<file path="config.mk">
export PLATFORM = sky130hd
export DESIGN_NAME = keyed_record_table
export DESIGN_NICKNAME = d
export VERILOG_FILES = /design/src/krt_pkg.sv /design/src/krt_ram.sv /design/src/keyed_record_table.sv
export SDC_FILE = /design/constraint.sdc
export NUM_CORES = 2
export LEC_CHECK = 0
export ABC_AREA = 0
export BUFFER_PORTS_ARGS = -buffer_cell sky130_fd_sc_hd__buf_2
export CAP_MARGIN = 20
export CORE_ASPECT_RATIO = 1.25
export CORE_MARGIN = 2
export CORE_UTILIZATION = 57
export CTS_CLUSTER_DIAMETER = 150
export DETAILED_ROUTE_END_ITERATION = 16
export PLACE_DENSITY = 0.77
export SETUP_SLACK_MARGIN = 0.05
export SLEW_MARGIN = 40
export SYNTH_ARGS = -nofsm -noshare
export SYNTH_HDL_FRONTEND = slang
export SYNTH_HIERARCHICAL = 1
export SYNTH_SLANG_ARGS = --single-unit
export TNS_END_PERCENT = 50
</file>
<file path="constraint.sdc">
create_clock -name i_clk -period 12.54 [get_ports i_clk]
set_input_delay 1.254 -clock i_clk [delete_from_list [all_inputs] [get_ports i_clk]]
set_output_delay 1.254 -clock i_clk [all_outputs]
set_load 0.01 [all_outputs]
</file>
<file path="src/krt_pkg.sv">
package krt_pkg;

    // Default table depth
    localparam int DEPTH_DEF = 16;

    // Fixed field widths
    localparam int KEY_W   = 31;
    localparam int QTY_W   = 16;
    localparam int PRICE_W = 24;
    localparam int COUNT_W = 5;

    typedef enum logic [1:0] {
        OP_INSERT   = 2'd0,
        OP_REMOVE   = 2'd1,
        OP_LOOKUP   = 2'd2,
        OP_CHEAPEST = 2'd3
    } t_op;

    typedef enum logic [2:0] {
        ST_OK       = 3'd0,
        ST_DUP      = 3'd1,
        ST_NOTFOUND = 3'd2,
        ST_INSTOCK  = 3'd3,
        ST_EMPTY    = 3'd4,
        ST_FULL     = 3'd5
    } t_status;

    typedef enum logic [1:0] {
        S_IDLE,
        S_SCAN,
        S_SHIFT,
        S_POST
    } t_state;

    // One stored record
    typedef struct packed {
        logic [KEY_W-1:0]   key;
        logic [QTY_W-1:0]   quantity;
        logic [PRICE_W-1:0] price;
    } t_rec;

    typedef struct packed {
        t_op                operation;
        logic [KEY_W-1:0]   key;
        logic [QTY_W-1:0]   quantity;
        logic [PRICE_W-1:0] price;
    } t_in_item;

    typedef struct packed {
        t_status            status;
        logic [KEY_W-1:0]   found_key;
        logic [QTY_W-1:0]   found_quantity;
        logic [PRICE_W-1:0] found_price;
        logic [COUNT_W-1:0] record_count;
    } t_out_item;

endpackage

</file>
<file path="src/krt_ram.sv">
module krt_ram
    import krt_pkg::*;
#(
    parameter int DEPTH = DEPTH_DEF,
    localparam int AW = (DEPTH > 1) ? $clog2(DEPTH) : 1
) (
    input  logic          i_clk,
    input  logic          i_we,
    input  logic [AW-1:0] i_waddr,
    input  t_rec          i_wdata,
    input  logic          i_re,
    input  logic [AW-1:0] i_raddr,
    output t_rec          o_rdata
);

    t_rec r_mem [DEPTH];
    t_rec r_rdata;

    // Write port
    always_ff @(posedge i_clk) begin
        if (i_we) begin
            r_mem[i_waddr] <= i_wdata;
        end
    end

    // Registered read port
    always_ff @(posedge i_clk) begin
        if (i_re) begin
            r_rdata <= r_mem[i_raddr];
        end
    end

    assign o_rdata = r_rdata;

endmodule

</file>
<file path="src/keyed_record_table.sv">
// Channel   Direction  Handshake                 Payload
// input     in         i_in_valid / o_in_stall   i_in_data  (t_in_item)
// result    out        o_out_valid / i_out_stall o_out_data (t_out_item)
//
// One operation at a time. Each operation walks the records through the single read
// port of the record memory; a key match ends the walk early, except in a cheapest
// search, which always walks every record.
// Remove of a zero-quantity record then copies the tail down one place; nothing is
// copied when it is the last record.
// Reset (synchronous, active low) empties the table; memory contents are not cleared.
// A stalled result sits in the output register while the next item is accepted.
module keyed_record_table
    import krt_pkg::*;
#(
    parameter int DEPTH = DEPTH_DEF
) (
    input  logic      i_clk,
    input  logic      i_rst_n,
    input  logic      i_in_valid,
    output logic      o_in_stall,
    input  t_in_item  i_in_data,
    output logic      o_out_valid,
    input  logic      i_out_stall,
    output t_out_item o_out_data
);

    localparam int AW = (DEPTH > 1) ? $clog2(DEPTH) : 1;
    localparam int CW = $clog2(DEPTH + 1);

    t_state            r_state, n_state;
    logic [CW-1:0]     r_held, n_held;
    logic [CW-1:0]     r_addr, n_addr;
    logic              r_dvalid, n_dvalid;
    logic [AW-1:0]     r_didx, n_didx;
    t_in_item          r_req, n_req;
    t_rec              r_best, n_best;
    t_out_item         r_res, n_res;
    t_out_item         r_out, n_out;
    logic              r_out_valid, n_out_valid;

    logic              ram_we;
    logic [AW-1:0]     ram_waddr;
    t_rec              ram_wdata;
    logic              ram_re;
    t_rec              rd;

    logic              more;
    logic              hit;
    logic              full;
    t_rec              req_rec;

    krt_ram #(
        .DEPTH (DEPTH)
    ) u_ram (
        .i_clk   (i_clk),
        .i_we    (ram_we),
        .i_waddr (ram_waddr),
        .i_wdata (ram_wdata),
        .i_re    (ram_re),
        .i_raddr (r_addr[AW-1:0]),
        .o_rdata (rd)
    );

    function automatic t_out_item make_res(t_status st, t_rec rec, logic [CW-1:0] cnt);
        t_out_item res;
        res.status         = st;
        res.found_key      = rec.key;
        res.found_quantity = rec.quantity;
        res.found_price    = rec.price;
        res.record_count   = COUNT_W'(cnt);
        return res;
    endfunction

    assign more    = (r_addr < r_held);
    assign hit     = r_dvalid && (rd.key == r_req.key) && (r_req.operation != OP_CHEAPEST);
    assign full    = (r_held == CW'(DEPTH));
    assign req_rec = '{key: r_req.key, quantity: r_req.quantity, price: r_req.price};

    // Sequencer
    always_comb begin
        n_state     = r_state;
        n_held      = r_held;
        n_addr      = r_addr;
        n_dvalid    = r_dvalid;
        n_didx      = r_didx;
        n_req       = r_req;
        n_best      = r_best;
        n_res       = r_res;
        n_out       = r_out;
        n_out_valid = r_out_valid;
        ram_we      = 1'b0;
        ram_waddr   = r_didx - AW'(1);
        ram_wdata   = rd;
        ram_re      = 1'b0;

        // result transfer frees the output register
        if (r_out_valid && !i_out_stall) begin
            n_out_valid = 1'b0;
        end

        case (r_state)
            S_IDLE: begin
                if (i_in_valid) begin
                    n_req    = i_in_data;
                    n_addr   = '0;
                    n_dvalid = 1'b0;
                    n_state  = S_SCAN;
                end
            end

            S_SCAN: begin
                // running minimum, first lowest wins
                if (r_dvalid && (r_req.operation == OP_CHEAPEST)
                    && ((r_didx == '0) || (rd.price < r_best.price))) begin
                    n_best = rd;
                end
                // issue next read
                if (more && !hit) begin
                    ram_re   = 1'b1;
                    n_didx   = r_addr[AW-1:0];
                    n_dvalid = 1'b1;
                    n_addr   = r_addr + CW'(1);
                end else begin
                    n_dvalid = 1'b0;
                end

                if (hit) begin
                    n_state = S_POST;
                    case (r_req.operation)
                        OP_INSERT: n_res = make_res(ST_DUP, '0, r_held);
                        OP_REMOVE: begin
                            if (rd.quantity != '0) begin
                                n_res = make_res(ST_INSTOCK, rd, r_held);
                            end else begin
                                n_best   = rd;
                                n_addr   = CW'(r_didx) + CW'(1);
                                n_dvalid = 1'b0;
                                n_state  = S_SHIFT;
                            end
                        end
                        default: n_res = make_res(ST_OK, rd, r_held);
                    endcase
                end else if (!r_dvalid && !more) begin
                    // walk finished without a key match
                    n_state = S_POST;
                    case (r_req.operation)
                        OP_INSERT: begin
                            if (full) begin
                                n_res = make_res(ST_FULL, '0, r_held);
                            end else begin
                                ram_we    = 1'b1;
                                ram_waddr = r_held[AW-1:0];
                                ram_wdata = req_rec;
                                n_held    = r_held + CW'(1);
                                n_res     = make_res(ST_OK, req_rec, r_held + CW'(1));
                            end
                        end
                        OP_CHEAPEST: begin
                            if (r_held == '0) begin
                                n_res = make_res(ST_EMPTY, '0, r_held);
                            end else begin
                                n_res = make_res(ST_OK, r_best, r_held);
                            end
                        end
                        default: n_res = make_res(ST_NOTFOUND, '0, r_held);
                    endcase
                end
            end

            S_SHIFT: begin
                // copy each later record one place down
                if (r_dvalid) begin
                    ram_we = 1'b1;
                end
                if (more) begin
                    ram_re   = 1'b1;
                    n_didx   = r_addr[AW-1:0];
                    n_dvalid = 1'b1;
                    n_addr   = r_addr + CW'(1);
                end else begin
                    n_dvalid = 1'b0;
                end
                if (!r_dvalid && !more) begin
                    n_held  = r_held - CW'(1);
                    n_res   = make_res(ST_OK, r_best, r_held - CW'(1));
                    n_state = S_POST;
                end
            end

            S_POST: begin
                if (!r_out_valid || !i_out_stall) begin
                    n_out       = r_res;
                    n_out_valid = 1'b1;
                    n_state     = S_IDLE;
                end
            end

            default: n_state = S_IDLE;
        endcase
    end

    // Control registers
    always_ff @(posedge i_clk) begin
        if (!i_rst_n) begin
            r_state     <= S_IDLE;
            r_held      <= '0;
            r_dvalid    <= 1'b0;
            r_out_valid <= 1'b0;
        end else begin
            r_state     <= n_state;
            r_held      <= n_held;
            r_dvalid    <= n_dvalid;
            r_out_valid <= n_out_valid;
        end
    end

    // Payload registers
    always_ff @(posedge i_clk) begin
        r_addr <= n_addr;
        r_didx <= n_didx;
        r_req  <= n_req;
        r_best <= n_best;
        r_res  <= n_res;
        r_out  <= n_out;
    end

    assign o_in_stall  = (r_state != S_IDLE);
    assign o_out_valid = r_out_valid;
    assign o_out_data  = r_out;

    // Checks
    a_held_bound: assert property (@(posedge i_clk) disable iff (!i_rst_n)
        r_held <= CW'(DEPTH))
        else $error("record count above depth");

    a_idle_stable: assert property (@(posedge i_clk) disable iff (!i_rst_n)
        (r_state == S_IDLE) |=> $stable(r_held))
        else $error("record count moved outside an operation");

    a_write_range: assert property (@(posedge i_clk) disable iff (!i_rst_n)
        ram_we |-> (CW'(ram_waddr) <= r_held))
        else $error("write beyond held records");

    a_empty_count: assert property (@(posedge i_clk) disable iff (!i_rst_n)
        (o_out_valid && (o_out_data.status == ST_EMPTY)) |-> (o_out_data.record_count == '0))
        else $error("empty reported with records held");

    a_full_count: assert property (@(posedge i_clk) disable iff (!i_rst_n)
        (o_out_valid && (o_out_data.status == ST_FULL))
        |-> (o_out_data.record_count == COUNT_W'(DEPTH)))
        else $error("full reported below depth");

endmodule

</file>
---- Yosys cells after proc, flatten, opt, wreduce, memory -nomap -nowiden ----
Memories as Yosys holds them, arrays and structs flattened. A register that Yosys moved wholly into a read port is not among the register bits.
Cells that the tools add are included.
word-level totals
  memories kept ........................... 1
  bits in writable memories ............... 1136
  output and inout bits ................... 81
  flip-flop bits (word level) ............. 320
memory list
  name         depth  width  read ports  clocked after memory_dff  write ports  line           text
  u_ram.r_mem  16     71     1           1                         1            krt_ram.sv:16  t_rec r_mem [DEPTH];
operators by class
  muxes and demuxes ....................... 65
  reductions and logical operators ........ 30
  eq/ne operators ......................... 19
  magnitude comparators ................... 2
  add/sub/neg operators ................... 5
operators with widths
  cell                                                            count
  71-bit two-way mux                                              9
  79-bit two-way mux                                              6
  79-bit case mux with 2 select lines                             3
  5-bit two-way mux                                               11
  31-bit equality test                                            1
  4-bit two-way mux                                               7
  24-bit less-than comparator                                     1
  1-bit two-way mux                                               18
  2-bit != test (second input constant)                           9
  16-bit nonzero test                                             1
  5-bit case mux with 3 select lines                              1
  5-bit by 1-bit adder with 5-bit output (second input constant)  2
  5-bit case mux with 2 select lines                              1
  2-bit two-way mux                                               4
  2-bit case mux with 4 select lines                              1
  4-bit case mux with 2 select lines                              1
  2-bit AND reduction                                             4
  1-bit logical AND                                               7
  2-bit equality test (second input constant)                     3
  3-bit AND reduction                                             2
  6-bit AND reduction                                             1
  4-bit by 1-bit adder with 5-bit output (second input constant)  1
  5-bit equality test (second input constant)                     1
  1-bit zero test                                                 5
  16 further kinds                                                21

---- Longest topological paths before layout ----
  depth after elaboration ................. 10
  gate-level depth with buffers ........... 12
  mapped depth without buffers ............ 10

---- Cells and area by module ----
Netlist, hierarchy kept.
by module, submodules not included
  module              area each (um2)  times used  seq. area each (um2)  cells each
  krt_ram             44625.3          1           36244.8               1826
  keyed_record_table  15497.4          1           9519.1                1113

---- Worst setup path after synthesis ----
No wires, ideal clock.
  kind .................................... reg-to-reg
  start point ............................. register r_state[1]
  end point ............................... memory u_ram/r_mem[0][0] in the netlist's numbering, enable pin
  arrival time ............................ 8631 ps
  slack ................................... 3321 ps
  path buffers ............................ 2
  required time ........................... 11953 ps
  cell stages (with the launch flop) ...... 9
  cells stage by stage .................... dfxtp_1 > inv_1 > ha_1 > nand4_1 > clkbuf_1 > buf_2 > a21boi_0 > or3b_1 > nor3_1
between the ends
  cells in the longest elaborated chain, start to end .. 4
  elaborated cells between the ends (all ways) .. 6
  classes of those cells .................. eq/ne: 2; mux: 4
ends and longest elaborated chain
  element                                                                                       line                       text
  start: declaration                                                                            keyed_record_table.sv:30   t_state r_state, n_state;
  start signal: assignment                                                                      keyed_record_table.sv:210  r_state <= n_state;
  2-bit equality test / 2-bit by 1-bit equality test with 1-bit output (equally long branches)  keyed_record_table.sv:101  case (r_state)
  1-bit case mux with 2 select lines *                                                          keyed_record_table.sv:101
  via ram_we                                                                                    keyed_record_table.sv:41   logic ram_we;
  1-bit two-way mux *                                                                           krt_ram.sv:21              if (i_we) begin
  1-bit two-way mux (not written as such) *                                                     krt_ram.sv:22              r_mem[i_waddr] <= i_wdata;
  end: declaration                                                                              krt_ram.sv:16
The timed path passes the listed nets; every way through them passes the cells marked *.

---- Worst setup path in the final report ----
  start point ............................. register r_held[1]
  end point ............................... memory u_ram/r_mem[10][67] in the netlist's numbering, enable pin
between the ends
  elaborated cells between the ends (all ways) .. 16
  classes of those cells .................. order compare: 1; eq/ne: 1; mux: 12; reduce/logical: 2
RTL lines
  element                                                                   line                                                  text
  start: declaration                                                        keyed_record_table.sv:31                              logic [CW-1:0] r_held, n_held;
  start signal: assignment                                                  keyed_record_table.sv:211                             r_held <= n_held;
  5-bit less-than comparator / 5-bit equality test (equally long branches)  keyed_record_table.sv:74, keyed_record_table.sv:76
  1-bit zero test / 4-bit two-way mux (equally long branches)               keyed_record_table.sv:143, keyed_record_table.sv:148
  1-bit logical AND / 4-bit two-way mux (equally long branches)             keyed_record_table.sv:143, keyed_record_table.sv:146
  4-bit two-way mux *                                                       keyed_record_table.sv:143                             end else if (!r_dvalid && !more) begin
  4-bit two-way mux *                                                       keyed_record_table.sv:127                             if (hit) begin
  4-bit two-way mux *                                                       keyed_record_table.sv:101
  via ram_waddr[3]                                                          keyed_record_table.sv:42                              logic [AW-1:0] ram_waddr;
Marks and branches as above.

==> flow_metrics.tcl <==
set metrics [dict create \
    status "complete, no violations" \
    drc_errors 0 \
    synth_nets 3058 \
    hold_viol_final 0 \
    worstSetupPathType "flop to flop" \
    comb_power_share_pct 24.4 \
    start_util_pct 57.3 \
    route.vias.total 31800 \
    dp_slack_ns 7.47 \
    ios 158 \
    numCtsBuffers 145 \
    syn2layout_area_growth_pct 12.5 \
    cts.sinks 1527 \
    nets 3271 \
    min_period_ns 5.26 \
    grt_use_met1_pct 35.6 \
    whs_ns 0.413 \
    die_w_um 294 \
    fin_crit_sh_pct 41.9 \
    dieArea_um2 108000 \
    grt_pass1_wl_mm 210 \
    power.switching_uw 4450 \
    clock_skew_ns 0.0352 \
    syn_area_per_cell_um2 20.5 \
    finalSetupViolCount 0 \
    drt_pass1_iterations 12 \
    critPathRequiredTime_ns 12.91 \
    cts_tree "yes" \
    rows 133 \
    grt_max_degree 82 \
    core-area_um2 105000 \
    synthCells 2939 \
    place_inst 4348 \
    worstMarginPinSlew_ns 0.899 \
    hold_class "flop to flop" \
    rsz0062_at_grt "false" \
    fin_ws_ns 7.28 \
    crit_fanout 48 \
    cts_max_level 4 \
    drive_gt1_share_pct 27.4 \
    drv_slew 0 \
    path_clk_slew_ns 0.07 \
    postPlaceCellArea_um2 62900 \
    p_int_uw 10500 \
    switching_share_pct 29.8 \
    p_leak_uw 0.0216 \
    cp.arrival_ns 5.62 \
    end_kind "flop" \
    fmax_mhz 190 \
    grt_busiest_layer "met2" \
    worstSkewPairLatency_ns 0.76 \
    ys_types 65 \
    peakVddDrop_mv 0.166 \
    viasPerCell 6.88 \
    cts_hold_buf 0 \
    cts_resized 0 \
    yosysWarningCount 6 \
    maxCapViolations 0 \
    clockBufferDepth 3 \
    stdcell_area_um2 67700 \
    synthArstFlopShare_pct 0 \
    wl_per_cell_um 31.3 \
    startpoint_type "flop" \
    die-height_um 367 \
    gp_congestion 0.879 \
    antenna_found_initial 4 \
    slew_headroom_pct 40.0 \
    clkPwrFrac_pct 28.5 \
    gr-usage-all-layers_pct 26.8 \
    drtIter0Drc 3998 \
    use_met3_pct 4.97 \
    hpwlAfterDp_mm 80.3 \
    yosysSeqAreaShare_pct 76.1 \
    wl_mm 144 \
    postCtsSetupBuffers 0 \
    finalSetupTns_ns 0 \
    synth_edf_count 1518 \
    grt_pass1_vias 32300 \
    final_cells 4614 \
    syn_area_um2 60100 \
    ys.flop_type "edfxtp_1" \
    final_antenna_net_count 0 \
    ys_ff_latch 1527 \
    power_density_nw_per_um2 221 \
    mostFrequentLayoutCells "edfxtp_1 (1518), mux4_2 (284), a22oi_1 (212)" \
    final_common_cell "edfxtp_1" \
    grt_use_met2_pct 43.9 \
    portBuffers 157 \
    grt-ovfl-total 0 \
    seq_power_share_pct 47.2 \
    cts-root-buf "clkbuf_16" \
]
==> metal layers <==
metal  up-vias  part of all wire, %
li1      12700                    -
met1     16400                   36
met2      2214                   50
met3       399                   10
met4         4                  4.3
met5         -                0.025
==> registers in the layout, indices dropped and copies added (netlist names) <==
name	cells
r_res	79
r_state	2
r_didx	4
r_dvalid	1
r_req	73
u_ram/r_mem	1136
o_out_data	79
o_out_valid	1
r_held	5
r_addr	5
u_ram/o_rdata	71
r_best	71
==> path summary, 6_finish.rpt <==
kind                         endpoint  slack, ns  cells after the start       from
hold reg to reg        o_out_data[13]       0.41                      0  r_res[13]
hold / removal         o_out_data[13]       0.41                      0  r_res[13]
setup reg to reg  u_ram/r_mem[10][67]       7.28                     11  r_held[1]
setup / recovery  u_ram/r_mem[10][67]       7.28                     11  r_held[1]
==> Yosys cell counts (9+ instances only) <==
cell	n	area (um^2)
nand2b_1	9	56.3
edfxtp_1	1518	45600
a221o_1	71	711
buf_6	16	180
nand2_1	105	394
buf_4	13	97.6
nor2b_1	13	81.3
buf_1	28	105
nor2_1	109	409
a22oi_1	212	1590
xor2_1	27	236
nor4_1	18	113
nand4_1	11	68.8
mux2_2	119	1340
a21oi_1	25	125
clkbuf_1	72	270
inv_1	42	158
nor3_1	15	75.1
mux4_2	284	6400
mux2_4	20	300
nand3_1	15	75.1
buf_2	32	160
ha_1	42	526
dfxtp_1	9	180
o21ai_0	18	90.1
==> stage by stage <==
step	util (%)	total power, uW
floorplan	-	9460
global placement	59.5	10500
detailed placement	60.0	10700
CTS	64.3	14900
global route	64.5	15400
finish	64.5	14900
==> critical path: stages (launching register included) <==
cell	delay, ns
dfxtp_1	0.45
inv_1	0.17
ha_1	0.34
a21o_1	0.12
a21oi_1	0.09
o21ai_1	0.63
nand2b_1	0.49
o32ai_1	0.66
nand3b_1	0.46
nor2_4	0.62
buf_16	0.23
buf_6	0.55
==> kinds of logic (layout without fill, tap and decap cells) <==
| family | after synthesis | in the layout | share of synthesized area, % |
|---|---|---|---|
| simple gates | 321 | 321 | 2.44 |
| buf+inv | 207 | 531 | 1.72 |
| other cells | 0 | 1 | 0 |
| mux | 426 | 426 | 13.4 |
| compound gates | 383 | 383 | 4.95 |
| fa+ha+maj | 42 | 42 | 0.874 |
| xor+xnor | 33 | 33 | 0.481 |
| flops | 1527 | 1527 | 76.1 |
==> power groups by stage <==
stage / Sequential [uW] / Combinational, uW / Clock [uW]
6_report: 7040 / 3640 / 4250
3_3_place_gp: 7100 / 3350 / 0
4_1_cts: 7030 / 3590 / 4300
2_1_floorplan: 7000 / 2460 / 0
3_5_place_dp: 7130 / 3550 / 0
5_1_grt: 7070 / 3870 / 4480
==> area by class of cell <==
class                   instances  area, um^2
flip-flops and latches       1527       45800
multi-input cells            1205       13600
clock buffers                 179        3880
inverters                      43         161
fillers                      6596       37200
clock inverters                79         688
diodes                          1        2.50
repair buffers                230        1920
well taps                    1350        1690
Power figures use the tool's default switching activity.
